===== src/rtl/core/csbc_pkg.sv =====
// ----------------------------------------------------------------------------
// csbc_pkg
// Shared types and constants for the clock / stopwatch button controller.
// ----------------------------------------------------------------------------
package csbc_pkg;

   // configuration register indexes
   localparam logic [1:0] REG_TICKS_PER_SECOND = 2'd0;
   localparam logic [1:0] REG_HOLD_TICKS       = 2'd1;
   localparam logic [1:0] REG_DEBOUNCE_TICKS   = 2'd2;

   // configuration reset values
   localparam logic [15:0] TICKS_PER_SECOND_RST = 16'd1000;
   localparam logic [15:0] HOLD_TICKS_RST       = 16'd1500;
   localparam logic [7:0]  DEBOUNCE_TICKS_RST   = 8'd250;

   // counter limits
   localparam logic [5:0]  SEC_PER_MIN   = 6'd60;
   localparam logic [5:0]  MIN_PER_HOUR  = 6'd60;
   localparam logic [4:0]  CLOCK_HOURS   = 5'd24;
   localparam logic [6:0]  WATCH_HOURS   = 7'd100;
   localparam logic [15:0] HOLD_MAX      = 16'hFFFF;

   // display status codes
   localparam logic [1:0] STATUS_RUNNING = 2'd0;
   localparam logic [1:0] STATUS_CLEARED = 2'd1;
   localparam logic [1:0] STATUS_HELD    = 2'd2;
   localparam logic [1:0] STATUS_STOPPED = 2'd3;

   typedef struct packed {
      logic [15:0] ticks_per_second;
      logic [15:0] hold_ticks;
      logic [7:0]  debounce_ticks;
   } cfg_type;

   typedef struct packed {
      logic [15:0] tick_count;
      logic [5:0]  clk_sec;
      logic [5:0]  clk_min;
      logic [4:0]  clk_hr;
      logic [5:0]  sw_sec;
      logic [5:0]  sw_min;
      logic [6:0]  sw_hr;
      logic        running;
      logic        mode_flag;
      logic [7:0]  lockout_count;
      logic        held_flag;
      logic        press_used;
      logic [15:0] hold_count;
      logic        cleared_flag;
   } state_type;

   // result item, first field in the highest bits
   typedef struct packed {
      logic [1:0] display_status;
      logic       show_watch;
      logic       watch_running;
      logic [5:0] watch_second;
      logic [5:0] watch_minute;
      logic [6:0] watch_hour;
      logic [5:0] clock_second;
      logic [5:0] clock_minute;
      logic [4:0] clock_hour;
   } rsp_type;

endpackage


===== src/rtl/core/clock_stopwatch_button_controller.sv =====
// ----------------------------------------------------------------------------
// clock_stopwatch_button_controller
// 24-hour clock and stopwatch driven by millisecond tick transactions.
// ----------------------------------------------------------------------------
// One request transaction is one millisecond tick carrying the stopwatch
// button level and a mode-button edge flag; each one yields exactly one
// response transaction with the clock, the stopwatch, the display mode and
// a display status code. The block takes one tick per clock cycle while
// the response side does not stall: the tick sits in an input register,
// the next state is computed in one pass and written together with the
// response into the output register, and back-pressure on the response
// side stalls the input register. Registers are written
// through the csr port at any time (always ready) and must only change
// while no tick is in flight.
module clock_stopwatch_button_controller
   import csbc_pkg::*;
(
   input  logic        clock,
   input  logic        reset,
   // request: [0] button_pressed, [1] mode_edge, [7:2] zero
   input  logic        req_tvalid,
   output logic        req_tready,
   input  logic [7:0]  req_tdata,
   // response: [4:0] clock_hour, [10:5] clock_minute, [16:11] clock_second,
   // [23:17] watch_hour, [29:24] watch_minute, [35:30] watch_second,
   // [36] watch_running, [37] show_watch, [39:38] display_status
   output logic        rsp_tvalid,
   input  logic        rsp_tready,
   output logic [39:0] rsp_tdata,
   // register writes
   input  logic        csr_valid,
   output logic        csr_ready,
   input  logic [1:0]  csr_index,
   input  logic [15:0] csr_data
);

   cfg_type   cfg_ff;
   state_type state_ff;
   state_type state_in;
   rsp_type   rsp_in;
   rsp_type   rsp_data_ff;
   logic      in_valid_ff;
   logic      in_pressed_ff;
   logic      in_mode_edge_ff;
   logic      rsp_valid_ff;
   logic      advance;

   assign csr_ready  = 1'b1;
   assign advance    = in_valid_ff && (!rsp_valid_ff || rsp_tready);
   assign req_tready = !in_valid_ff || advance;
   assign rsp_tvalid = rsp_valid_ff;
   assign rsp_tdata  = rsp_data_ff;

   always_ff @(posedge clock) begin
      if (reset) begin
         cfg_ff.ticks_per_second <= TICKS_PER_SECOND_RST;
         cfg_ff.hold_ticks       <= HOLD_TICKS_RST;
         cfg_ff.debounce_ticks   <= DEBOUNCE_TICKS_RST;
      end else if (csr_valid) begin
         unique case (csr_index)
            REG_TICKS_PER_SECOND: cfg_ff.ticks_per_second <= csr_data;
            REG_HOLD_TICKS:       cfg_ff.hold_ticks       <= csr_data;
            REG_DEBOUNCE_TICKS:   cfg_ff.debounce_ticks   <= csr_data[7:0];
            default: ;
         endcase
      end
   end

   csbc_step u_step (
      .state_i        (state_ff),
      .cfg_i          (cfg_ff),
      .button_pressed (in_pressed_ff),
      .mode_edge      (in_mode_edge_ff),
      .state_o        (state_in),
      .rsp_o          (rsp_in)
   );

   always_ff @(posedge clock) begin
      if (reset) begin
         in_valid_ff  <= 1'b0;
         rsp_valid_ff <= 1'b0;
         state_ff     <= '0;
      end else begin
         if (req_tready) begin
            in_valid_ff <= req_tvalid;
         end
         if (advance) begin
            rsp_valid_ff <= 1'b1;
            state_ff     <= state_in;
         end else if (rsp_tready) begin
            rsp_valid_ff <= 1'b0;
         end
      end
   end

   always_ff @(posedge clock) begin
      if (req_tready && req_tvalid) begin
         in_pressed_ff   <= req_tdata[0];
         in_mode_edge_ff <= req_tdata[1];
      end
      if (advance) begin
         rsp_data_ff <= rsp_in;
      end
   end

endmodule


===== src/rtl/core/csbc_step.sv =====
// ----------------------------------------------------------------------------
// csbc_step
// Next-state and result logic for one millisecond tick.
// ----------------------------------------------------------------------------
module csbc_step
   import csbc_pkg::*;
(
   input  state_type state_i,
   input  cfg_type   cfg_i,
   input  logic      button_pressed,
   input  logic      mode_edge,
   output state_type state_o,
   output rsp_type   rsp_o
);

   state_type   s;
   logic [16:0] tick_sum;
   logic        advance_watch;

   always_comb begin
      s = state_i;

      // mode toggle, then lockout decrement
      if (mode_edge && (s.lockout_count == 8'd0)) begin
         s.mode_flag     = ~s.mode_flag;
         s.lockout_count = cfg_i.debounce_ticks;
      end
      if (s.lockout_count != 8'd0) begin
         s.lockout_count = s.lockout_count - 8'd1;
      end

      // tick count and second carry
      advance_watch = s.running;
      tick_sum      = {1'b0, s.tick_count} + 17'd1;
      if (tick_sum >= {1'b0, cfg_i.ticks_per_second}) begin
         s.tick_count = 16'd0;
         if (s.clk_sec == SEC_PER_MIN - 6'd1) begin
            s.clk_sec = 6'd0;
            if (s.clk_min == MIN_PER_HOUR - 6'd1) begin
               s.clk_min = 6'd0;
               s.clk_hr  = (s.clk_hr == CLOCK_HOURS - 5'd1) ? 5'd0 : s.clk_hr + 5'd1;
            end else begin
               s.clk_min = s.clk_min + 6'd1;
            end
         end else begin
            s.clk_sec = s.clk_sec + 6'd1;
         end
         if (advance_watch) begin
            if (s.sw_sec == SEC_PER_MIN - 6'd1) begin
               s.sw_sec = 6'd0;
               if (s.sw_min == MIN_PER_HOUR - 6'd1) begin
                  s.sw_min = 6'd0;
                  s.sw_hr  = (s.sw_hr == WATCH_HOURS - 7'd1) ? 7'd0 : s.sw_hr + 7'd1;
               end else begin
                  s.sw_min = s.sw_min + 6'd1;
               end
            end else begin
               s.sw_sec = s.sw_sec + 6'd1;
            end
         end
      end else begin
         s.tick_count = tick_sum[15:0];
      end

      // stopwatch button
      if (button_pressed) begin
         if (!s.held_flag) begin
            s.held_flag = 1'b1;
            if (s.running) begin
               s.running    = 1'b0;
               s.press_used = 1'b1;
            end else begin
               s.press_used = 1'b0;
            end
         end
         if (!s.running && !s.press_used && !s.cleared_flag) begin
            if (s.hold_count != HOLD_MAX) begin
               s.hold_count = s.hold_count + 16'd1;
            end
            if (s.hold_count >= cfg_i.hold_ticks) begin
               s.sw_hr        = 7'd0;
               s.sw_min       = 6'd0;
               s.sw_sec       = 6'd0;
               s.cleared_flag = 1'b1;
            end
         end
      end else if (s.held_flag) begin
         // release that neither stopped nor cleared starts the watch
         if (!s.running && !s.press_used && !s.cleared_flag) begin
            s.running = 1'b1;
         end
         s.held_flag    = 1'b0;
         s.hold_count   = 16'd0;
         s.press_used   = 1'b0;
         s.cleared_flag = 1'b0;
      end

      state_o = s;

      rsp_o.clock_hour    = s.clk_hr;
      rsp_o.clock_minute  = s.clk_min;
      rsp_o.clock_second  = s.clk_sec;
      rsp_o.watch_hour    = s.sw_hr;
      rsp_o.watch_minute  = s.sw_min;
      rsp_o.watch_second  = s.sw_sec;
      rsp_o.watch_running = s.running;
      rsp_o.show_watch    = s.mode_flag;
      if (s.running) begin
         rsp_o.display_status = STATUS_RUNNING;
      end else if ((s.sw_hr == 7'd0) && (s.sw_min == 6'd0) && (s.sw_sec == 6'd0)) begin
         rsp_o.display_status = STATUS_CLEARED;
      end else if (s.held_flag) begin
         rsp_o.display_status = STATUS_HELD;
      end else begin
         rsp_o.display_status = STATUS_STOPPED;
      end
   end

endmodule


===== config.mk =====
export PLATFORM = sky130hd
export DESIGN_NAME = clock_stopwatch_button_controller
export DESIGN_NICKNAME = d
export VERILOG_FILES = /design/src/rtl/core/csbc_pkg.sv /design/src/rtl/core/clock_stopwatch_button_controller.sv /design/src/rtl/core/csbc_step.sv
export SDC_FILE = /design/constraint.sdc
export NUM_CORES = 1
export LEC_CHECK = 0
export BUFFER_PORTS_ARGS = -buffer_cell sky130_fd_sc_hd__buf_4
export CAP_MARGIN = 20
export CELL_PAD_IN_SITES_DETAIL_PLACEMENT = 1
export CELL_PAD_IN_SITES_GLOBAL_PLACEMENT = 1
export CORE_MARGIN = 5
export CORE_UTILIZATION = 45
export CTS_CLUSTER_SIZE = 25
export DETAILED_ROUTE_END_ITERATION = 7
export GPL_ROUTABILITY_DRIVEN = 0
export PLACE_DENSITY_LB_ADDON = 0.1
export RECOVER_POWER = 100
export SLEW_MARGIN = 25
export SYNTH_ARGS = -nofsm -noshare
export SYNTH_HDL_FRONTEND = slang
export SYNTH_SLANG_ARGS = --single-unit

===== constraint.sdc =====
create_clock -name clock -period 6.3 [get_ports clock]
set_clock_uncertainty 0.05 [all_clocks]
set_input_delay 0.945 -clock clock [delete_from_list [all_inputs] [get_ports clock]]
set_output_delay 0.945 -clock clock [all_outputs]
set_load 0.1 [all_outputs]

==> results of run 1 <==
## cells in the mapped netlist (3+ instances only)
cell type	n	share of area, %
o21a_1	7	0.60
dfxtp_1	123	28
xor2_1	15	1.5
buf_1	3	0.13
buf_2	3	0.17
and3_1	7	0.50
a31oi_1	3	0.21
edfxtp_1	42	14
a31o_2	4	0.40
a21o_1	5	0.43
nor2b_1	7	0.50
ha_1	42	6.0
xnor2_1	17	1.7
a22oi_1	13	1.1
mux2i_1	4	0.46
nand2_1	176	7.5
nand3b_1	7	0.60
and2_1	13	0.92
nand2b_1	9	0.64
o211ai_1	11	0.94
nor3b_1	4	0.34
clkbuf_1	43	1.8
inv_1	39	1.7
nand3_1	52	3.0
a21oi_1	107	6.1
a41o_1	3	0.34
nor3_1	25	1.4
buf_6	4	0.51
nor2_1	114	4.9
nand4_1	19	1.4
a32o_1	4	0.46
o21ai_0	47	2.7
o31ai_1	7	0.60
a211oi_1	9	0.77
mux2_2	8	1.0
and4_1	6	0.60
or3_1	6	0.43
nor4_1	9	0.64
## metal layers
| metal | global-route usage (%) | part of all wire, % |
|---|---|---|
| met3 | 3.21 | 2.0 |
| met1 | 28.3 | 47 |
| met2 | 38.6 | 49 |
| met4 | 6.68 | 1.8 |
| met5 | 0 | 0 |
## flip-flops by register name (all words and copies together), names as in the netlist
name and cells:
cfg_ff 40, in_mode_edge_ff 1, in_pressed_ff 1, in_valid_ff 1
rsp_tdata 40, rsp_tvalid 1, state_ff 81
## critical path: stages (launching register included)
cell and delay [ns]:
dfxtp_1 0.42, nand3_1 0.20, nor2_1 0.28, and3_1 0.33
nand2_1 0.10, nor3_1 0.19, xor2_1 0.23, ha_1 0.32
and3_2 0.23, a21oi_1 0.44, and4_1 0.61, nor2_1 0.23
a32o_1 0.31, or4_1 0.53, nor4_2 0.48, a21oi_1 0.13
## area by class of cell
| class | instances | area, um2 | share of cell area (%) |
|---|---|---|---|
| multi-input combinational | 801 | 4650 | 47.3 |
| sequential | 165 | 3720 | 37.9 |
| clock buffer | 25 | 508 | 5.17 |
| timing repair buffer | 76 | 394 | 4.01 |
| tap | 265 | 332 | 3.37 |
| inverter | 40 | 151 | 1.54 |
| clock inverter | 7 | 70.1 | 0.713 |
## power groups by stage
stage,Sequential (mW),Clock (mW),Combinational (mW)
6_report,1.16,1.03,0.385
5_1_grt,1.16,1.09,0.425
4_1_cts,1.16,1.04,0.402
3_5_place_dp,1.18,0,0.400
3_3_place_gp,1.18,0,0.394
2_1_floorplan,1.27,0,0.205
## cell families after synthesis
family                   count (synthesis)
AO/OA/AOI/OAI                          240
XOR/XNOR                                32
adder cells (fa/ha/maj)                 42
buffers and inverters                   97
flip-flops                             165
multiplexers                            12
other                                    1
AND/OR/NAND/NOR                        474
## how the worst min path moves through the flow
stage / to / depth (start not counted) / startpoint
global placement: cfg_ff[35] / 2 / cfg_ff[35]
floorplan: cfg_ff[13] / 2 / cfg_ff[13]
detailed placement: cfg_ff[21] / 2 / cfg_ff[21]
CTS: cfg_ff[21] / 2 / cfg_ff[21]
global route: cfg_ff[22] / 2 / cfg_ff[22]
finish: cfg_ff[21] / 2 / cfg_ff[21]
## per-stage QoR
step | cells | utilization (%) | total power [mW] | instance area, um2 | hold WS [ns]
floorplan | 1063 | - | 1.48 | 8790 | 0.386
global placement | 1347 | 48.8 | 1.57 | 9440 | 0.395
detailed placement | 1347 | 48.9 | 1.58 | 9450 | 0.398
CTS | 1379 | 51.8 | 2.60 | 10000 | 0.407
global route | 1379 | 50.9 | 2.68 | 9830 | 0.426
finish | 1379 | 50.9 | 2.57 | 9830 | 0.405
==> impl_metrics.env, run 1 <==
export IMPL_r2r_start="state_ff[67]"
export IMPL_switching_share_pct=28.7
export IMPL_synth_seq_cells=165
export IMPL_synth_ff_type="dfxtp_1"
export IMPL_leakagePower_nw=3.77
export IMPL_layout_drive_gt1_share_pct=6.91
export IMPL_tightest_slew_ns=2.65
export IMPL_synthesis_nets=1136
export IMPL_critPathLaunchType="flop"
export IMPL_netlist_area_um2=8790
export IMPL_post_cts_buffers=0
export IMPL_syn_to_final_growth_pct=11.8
export IMPL_fill_cells=2392
export IMPL_max_freq_ghz=0.187
export IMPL_finalSetupTns_ns=0
export IMPL_synthArstFlopShare_pct=0
export IMPL_power_frac_seq_pct=45.1
export IMPL_grt_antenna_before_repair=0
export IMPL_ir_worst_vdd_mv=0.184
export IMPL_die_area_um2=22400
export IMPL_synth_cells=1063
export IMPL_end_kind="flop"
export IMPL_grt_ovfl_total=0
export IMPL_hpwl_mm=16.8
export IMPL_grt_pass1_wl_mm=40.0
export IMPL_drtIter0Drc=284
export IMPL_post_place_ws_ns=1.37
export IMPL_combPwrFrac_pct=15.0
export IMPL_cts_resized=0
export IMPL_yosysWarnings=0
export IMPL_powerDensity_nw_per_um2=262
export IMPL_synth_edf_count=42
export IMPL_cts_sinks=165
export IMPL_grt_start_max_net_pins=66
export IMPL_final_common_cell="nand2_1"
export IMPL_clkLatencyLatePin_ns=0.43
export IMPL_rsz0062_at_grt="false"
export IMPL_synth_simple_area_share_pct=25.3
export IMPL_power_share_clock_pct=40.0
export IMPL_routed_wl_mm=24.3
export IMPL_cts_clk_slew_worst_paths_ns=0.06
export IMPL_maxSlewHeadroom_pct=-76.8
export IMPL_grt_usage_pct=22.1
export IMPL_synth_top_family_by_area="simple AND/OR/NAND/NOR gates"
export IMPL_period_needed_ns=5.36
export IMPL_synthAdderAreaFrac_pct=5.98
export IMPL_ant_nets=0
export IMPL_worst_r2r_setup_slack_ns=0.94
export IMPL_numCtsBuffers=17
export IMPL_path_max_fanout=12
export IMPL_internal_power_mw=1.83
export IMPL_cts_root_buffer="clkbuf_16"
export IMPL_rows=51
export IMPL_final_period_utilization_pct=85.0
export IMPL_vias_per_cell=5.65
export IMPL_cp_arrival_ns=5.47
export IMPL_synthMuxAreaShare_pct=1.48
export IMPL_fp_dieH_um=150
export IMPL_remaining_drc_errors=0
export IMPL_synth_compound_area_share_pct=16.9
export IMPL_crit_required_ns=6.41
export IMPL_num_nets_final=1174
export IMPL_antenna_cells=0
export IMPL_crit_end="rsp_tdata[39]"
export IMPL_core_um2=19300
export IMPL_violations="capacitance limit, slew limit"
export IMPL_synth_yosys_seq_area_share_pct=42.3
export IMPL_dr_pass1_iters=5
export IMPL_cts_tree="yes"
export IMPL_holdBufCountCts=0
export IMPL_grt_pass1_vias=7830
export IMPL_clk_path_buf_depth=2
export IMPL_pin_count=74
export IMPL_ff2ff_path_depth=15
export IMPL_worstHoldPathType="reg -> reg"
export IMPL_critical_path_class="reg -> reg"
export IMPL_cp_startpoint="state_ff[67]"
export IMPL_die_x_um=150
export IMPL_cts_htree_levels=4
export IMPL_power_switching_uw=737
export IMPL_r2r_end="rsp_tdata[39]"
export IMPL_portBuffers=66
export IMPL_finalSetupViolCount=0
export IMPL_wl_per_cell_um=17.6
export IMPL_fin_ws_ns=0.944
export IMPL_synth_xor_xnor_area_share_pct=3.19
export IMPL_hold_viol=0
export IMPL_dr_total_vias=7788
export IMPL_final_cell_mix="nand2_1 (176), dfxtp_1 (123), nor2_1 (114), a21oi_1 (108), nand3_1 (53)"
export IMPL_drv_slew=147
export IMPL_syn_area_per_cell_um2=8.27
export IMPL_outcome="finished with violations"
export IMPL_yosysUniqueCellTypes=76
export IMPL_initial_core_util_pct=45.5
export IMPL_maxCapViolations=3
(Power assumes the default switching activity.)
==> inputs of run 2 (changes only) <==
--- a/config.mk
+++ b/config.mk
@@ -14,7 +14,7 @@
 export CTS_CLUSTER_SIZE = 25
 export DETAILED_ROUTE_END_ITERATION = 7
 export GPL_ROUTABILITY_DRIVEN = 0
-export PLACE_DENSITY_LB_ADDON = 0.1
+export PLACE_DENSITY = 0.91
 export RECOVER_POWER = 100
 export SLEW_MARGIN = 25
 export SYNTH_ARGS = -nofsm -noshare
==> run 2 against run 1 <==
Net effect:
- the run still ends with capacitance limit, slew limit left
- wire length up 7.0%
- hold slack improved by 0.0030 ns
- sequential power about the same
- die area unchanged
- non-clock buffer count did not move
- cell area increased by 0.55%
- utilization up 0.28 points
==> impl_metrics.env, run 2 (synthesized netlist as in run 1, its figures left out) <==
export IMPL_ff2ff_path_depth=17
export IMPL_fill_cells=2345
export IMPL_remaining_drc_errors=0
export IMPL_design_area_um2=9890
export IMPL_max_freq_ghz=0.181
export IMPL_finalSetupViolCount=0
export IMPL_final_cell_count_no_fill=1379
export IMPL_fp_dieH_um=150
export IMPL_drv_slew=83
export IMPL_regMostFlops="state_ff"
export IMPL_cts_resized=0
export IMPL_grt_start_max_net_pins=92
export IMPL_finalPower_mw=2.68
export IMPL_power_share_clock_pct=41.8
export IMPL_clkLatencyLatePin_ns=0.44
export IMPL_cp_arrival_ns=5.61
export IMPL_cts_htree_levels=4
export IMPL_power_frac_seq_pct=43.4
export IMPL_cp_startpoint="state_ff[65]"
export IMPL_pin_count=74
export IMPL_final_period_utilization_pct=87.7
export IMPL_crit_required_ns=6.39
export IMPL_grt_ovfl_total=0
export IMPL_place_inst=1346
export IMPL_powerDensity_nw_per_um2=271
export IMPL_wl_per_cell_um=18.9
export IMPL_tightest_slew_ns=3.93
export IMPL_numCtsBuffers=17
export IMPL_path_max_fanout=17
export IMPL_cts_sinks=165
export IMPL_maxSlewHeadroom_pct=-162
export IMPL_holdBufCountCts=0
export IMPL_internal_power_mw=1.88
export IMPL_num_nets_final=1174
export IMPL_portBuffers=66
export IMPL_ant_nets=0
export IMPL_final_common_cell="nand2_1"
export IMPL_antenna_cells=0
export IMPL_hpwl_mm=17.0
export IMPL_grt_pass1_wl_mm=41.8
export IMPL_dr_total_vias=8158
export IMPL_routed_wl_mm=26.0
export IMPL_die_area_um2=22400
export IMPL_maxCapViolations=1
export IMPL_violations="capacitance limit, slew limit"
export IMPL_cts_tree="yes"
export IMPL_cts_root_buffer="clkbuf_16"
export IMPL_period_needed_ns=5.52
export IMPL_leakagePower_nw=3.80
export IMPL_clk_path_buf_depth=2
export IMPL_hold_viol=0
export IMPL_r2r_start="state_ff[65]"
export IMPL_grt_pass1_vias=8355
export IMPL_layout_drive_gt1_share_pct=7.45
export IMPL_end_kind="flop"
export IMPL_initial_core_util_pct=45.5
export IMPL_ir_worst_vdd_mv=0.205
export IMPL_vias_per_cell=5.92
export IMPL_cts_clk_slew_worst_paths_ns=0.07
export IMPL_dr_pass1_iters=6
export IMPL_worstHoldPathType="reg -> reg"
export IMPL_combPwrFrac_pct=14.8
export IMPL_rows=51
export IMPL_critical_path_class="reg -> reg"
export IMPL_outcome="finished with violations"
export IMPL_postPlaceCellArea_um2=9440
export IMPL_grt_usage_pct=23.2
export IMPL_syn_to_final_growth_pct=12.4
export IMPL_timing_hold_ws_ns=0.408
export IMPL_critPathLaunchType="flop"
export IMPL_finalSetupTns_ns=0
export IMPL_largest_reg_flops=81
export IMPL_die_x_um=150
export IMPL_rsz0062_at_grt="false"
export IMPL_drtIter0Drc=604
export IMPL_switching_share_pct=29.8
export IMPL_hold_start="cfg_ff[9]"
export IMPL_core_um2=19300
export IMPL_grt_antenna_before_repair=0
export IMPL_power_switching_uw=798
export IMPL_hold_depth=2
export IMPL_final_cell_mix="nand2_1 (176), dfxtp_1 (123), nor2_1 (114), a21oi_1 (108), nand3_1 (53)"
export IMPL_post_cts_buffers=0
==> run 2: power by group through the flow <==
stage | Clock (mW) | Combinational (mW) | Sequential [mW]
final | 1.12 | 0.397 | 1.16
after global routing | 1.19 | 0.430 | 1.16
after CTS | 1.13 | 0.408 | 1.16
after detailed placement | 0 | 0.400 | 1.18
after global placement | 0 | 0.384 | 1.18
after floorplan | 0 | 0.205 | 1.27
==> run 2: cell type report <==
class | instances | area (um2) | share of cell area [%]
clock inverter | 13 | 153 | 1.54
inverter | 40 | 151 | 1.53
tap | 265 | 332 | 3.35
timing repair buffer | 76 | 399 | 4.04
multi-input combinational | 801 | 4650 | 47.1
clock buffer | 19 | 475 | 4.81
sequential | 165 | 3720 | 37.7
==> run 2: through the flow <==
step,utilization [%],setup WS (ns)
2_1_floorplan,-,1.94
3_3_place_gp,48.8,1.31
3_5_place_dp,48.8,1.18
4_1_cts,52.1,1.04
5_1_grt,51.1,0.468
6_report,51.1,0.777
==> run 2: path summary, 6_finish.rpt <==
kind | to | slack [ns]
setup reg to reg | state_ff[48] | 0.78
setup / recovery | state_ff[48] | 0.78
hold reg to reg | cfg_ff[9] | 0.41
hold / removal | cfg_ff[9] | 0.41
==> run 2: routing by layer <==
| layer | GRT usage (%) | vias to the layer above | wire [um] |
|---|---|---|---|
| li1 | - | 3836 | - |
| met1 | 29.1 | 4030 | 11300 |
| met2 | 40.2 | 249 | 12900 |
| met3 | 3.48 | 43 | 1190 |
| met4 | 8.78 | 0 | 662 |
| met5 | 0 | - | 0 |
==> run 2: critical path: stages, from the launching register on <==
cell and delay (ns):
dfxtp_1 0.44, nand3_1 0.20, nor2_1 0.32, and3_1 0.36, nand2_1 0.14, nor2_1 0.14, xor2_1 0.24, ha_1 0.18
nand4_1 0.20, nor3_1 0.53, a21oi_1 0.26, and4_1 0.39, nor2_1 0.41, buf_4 0.33, and3_1 0.46, mux2_1 0.40
nand2_1 0.08, a21oi_1 0.08
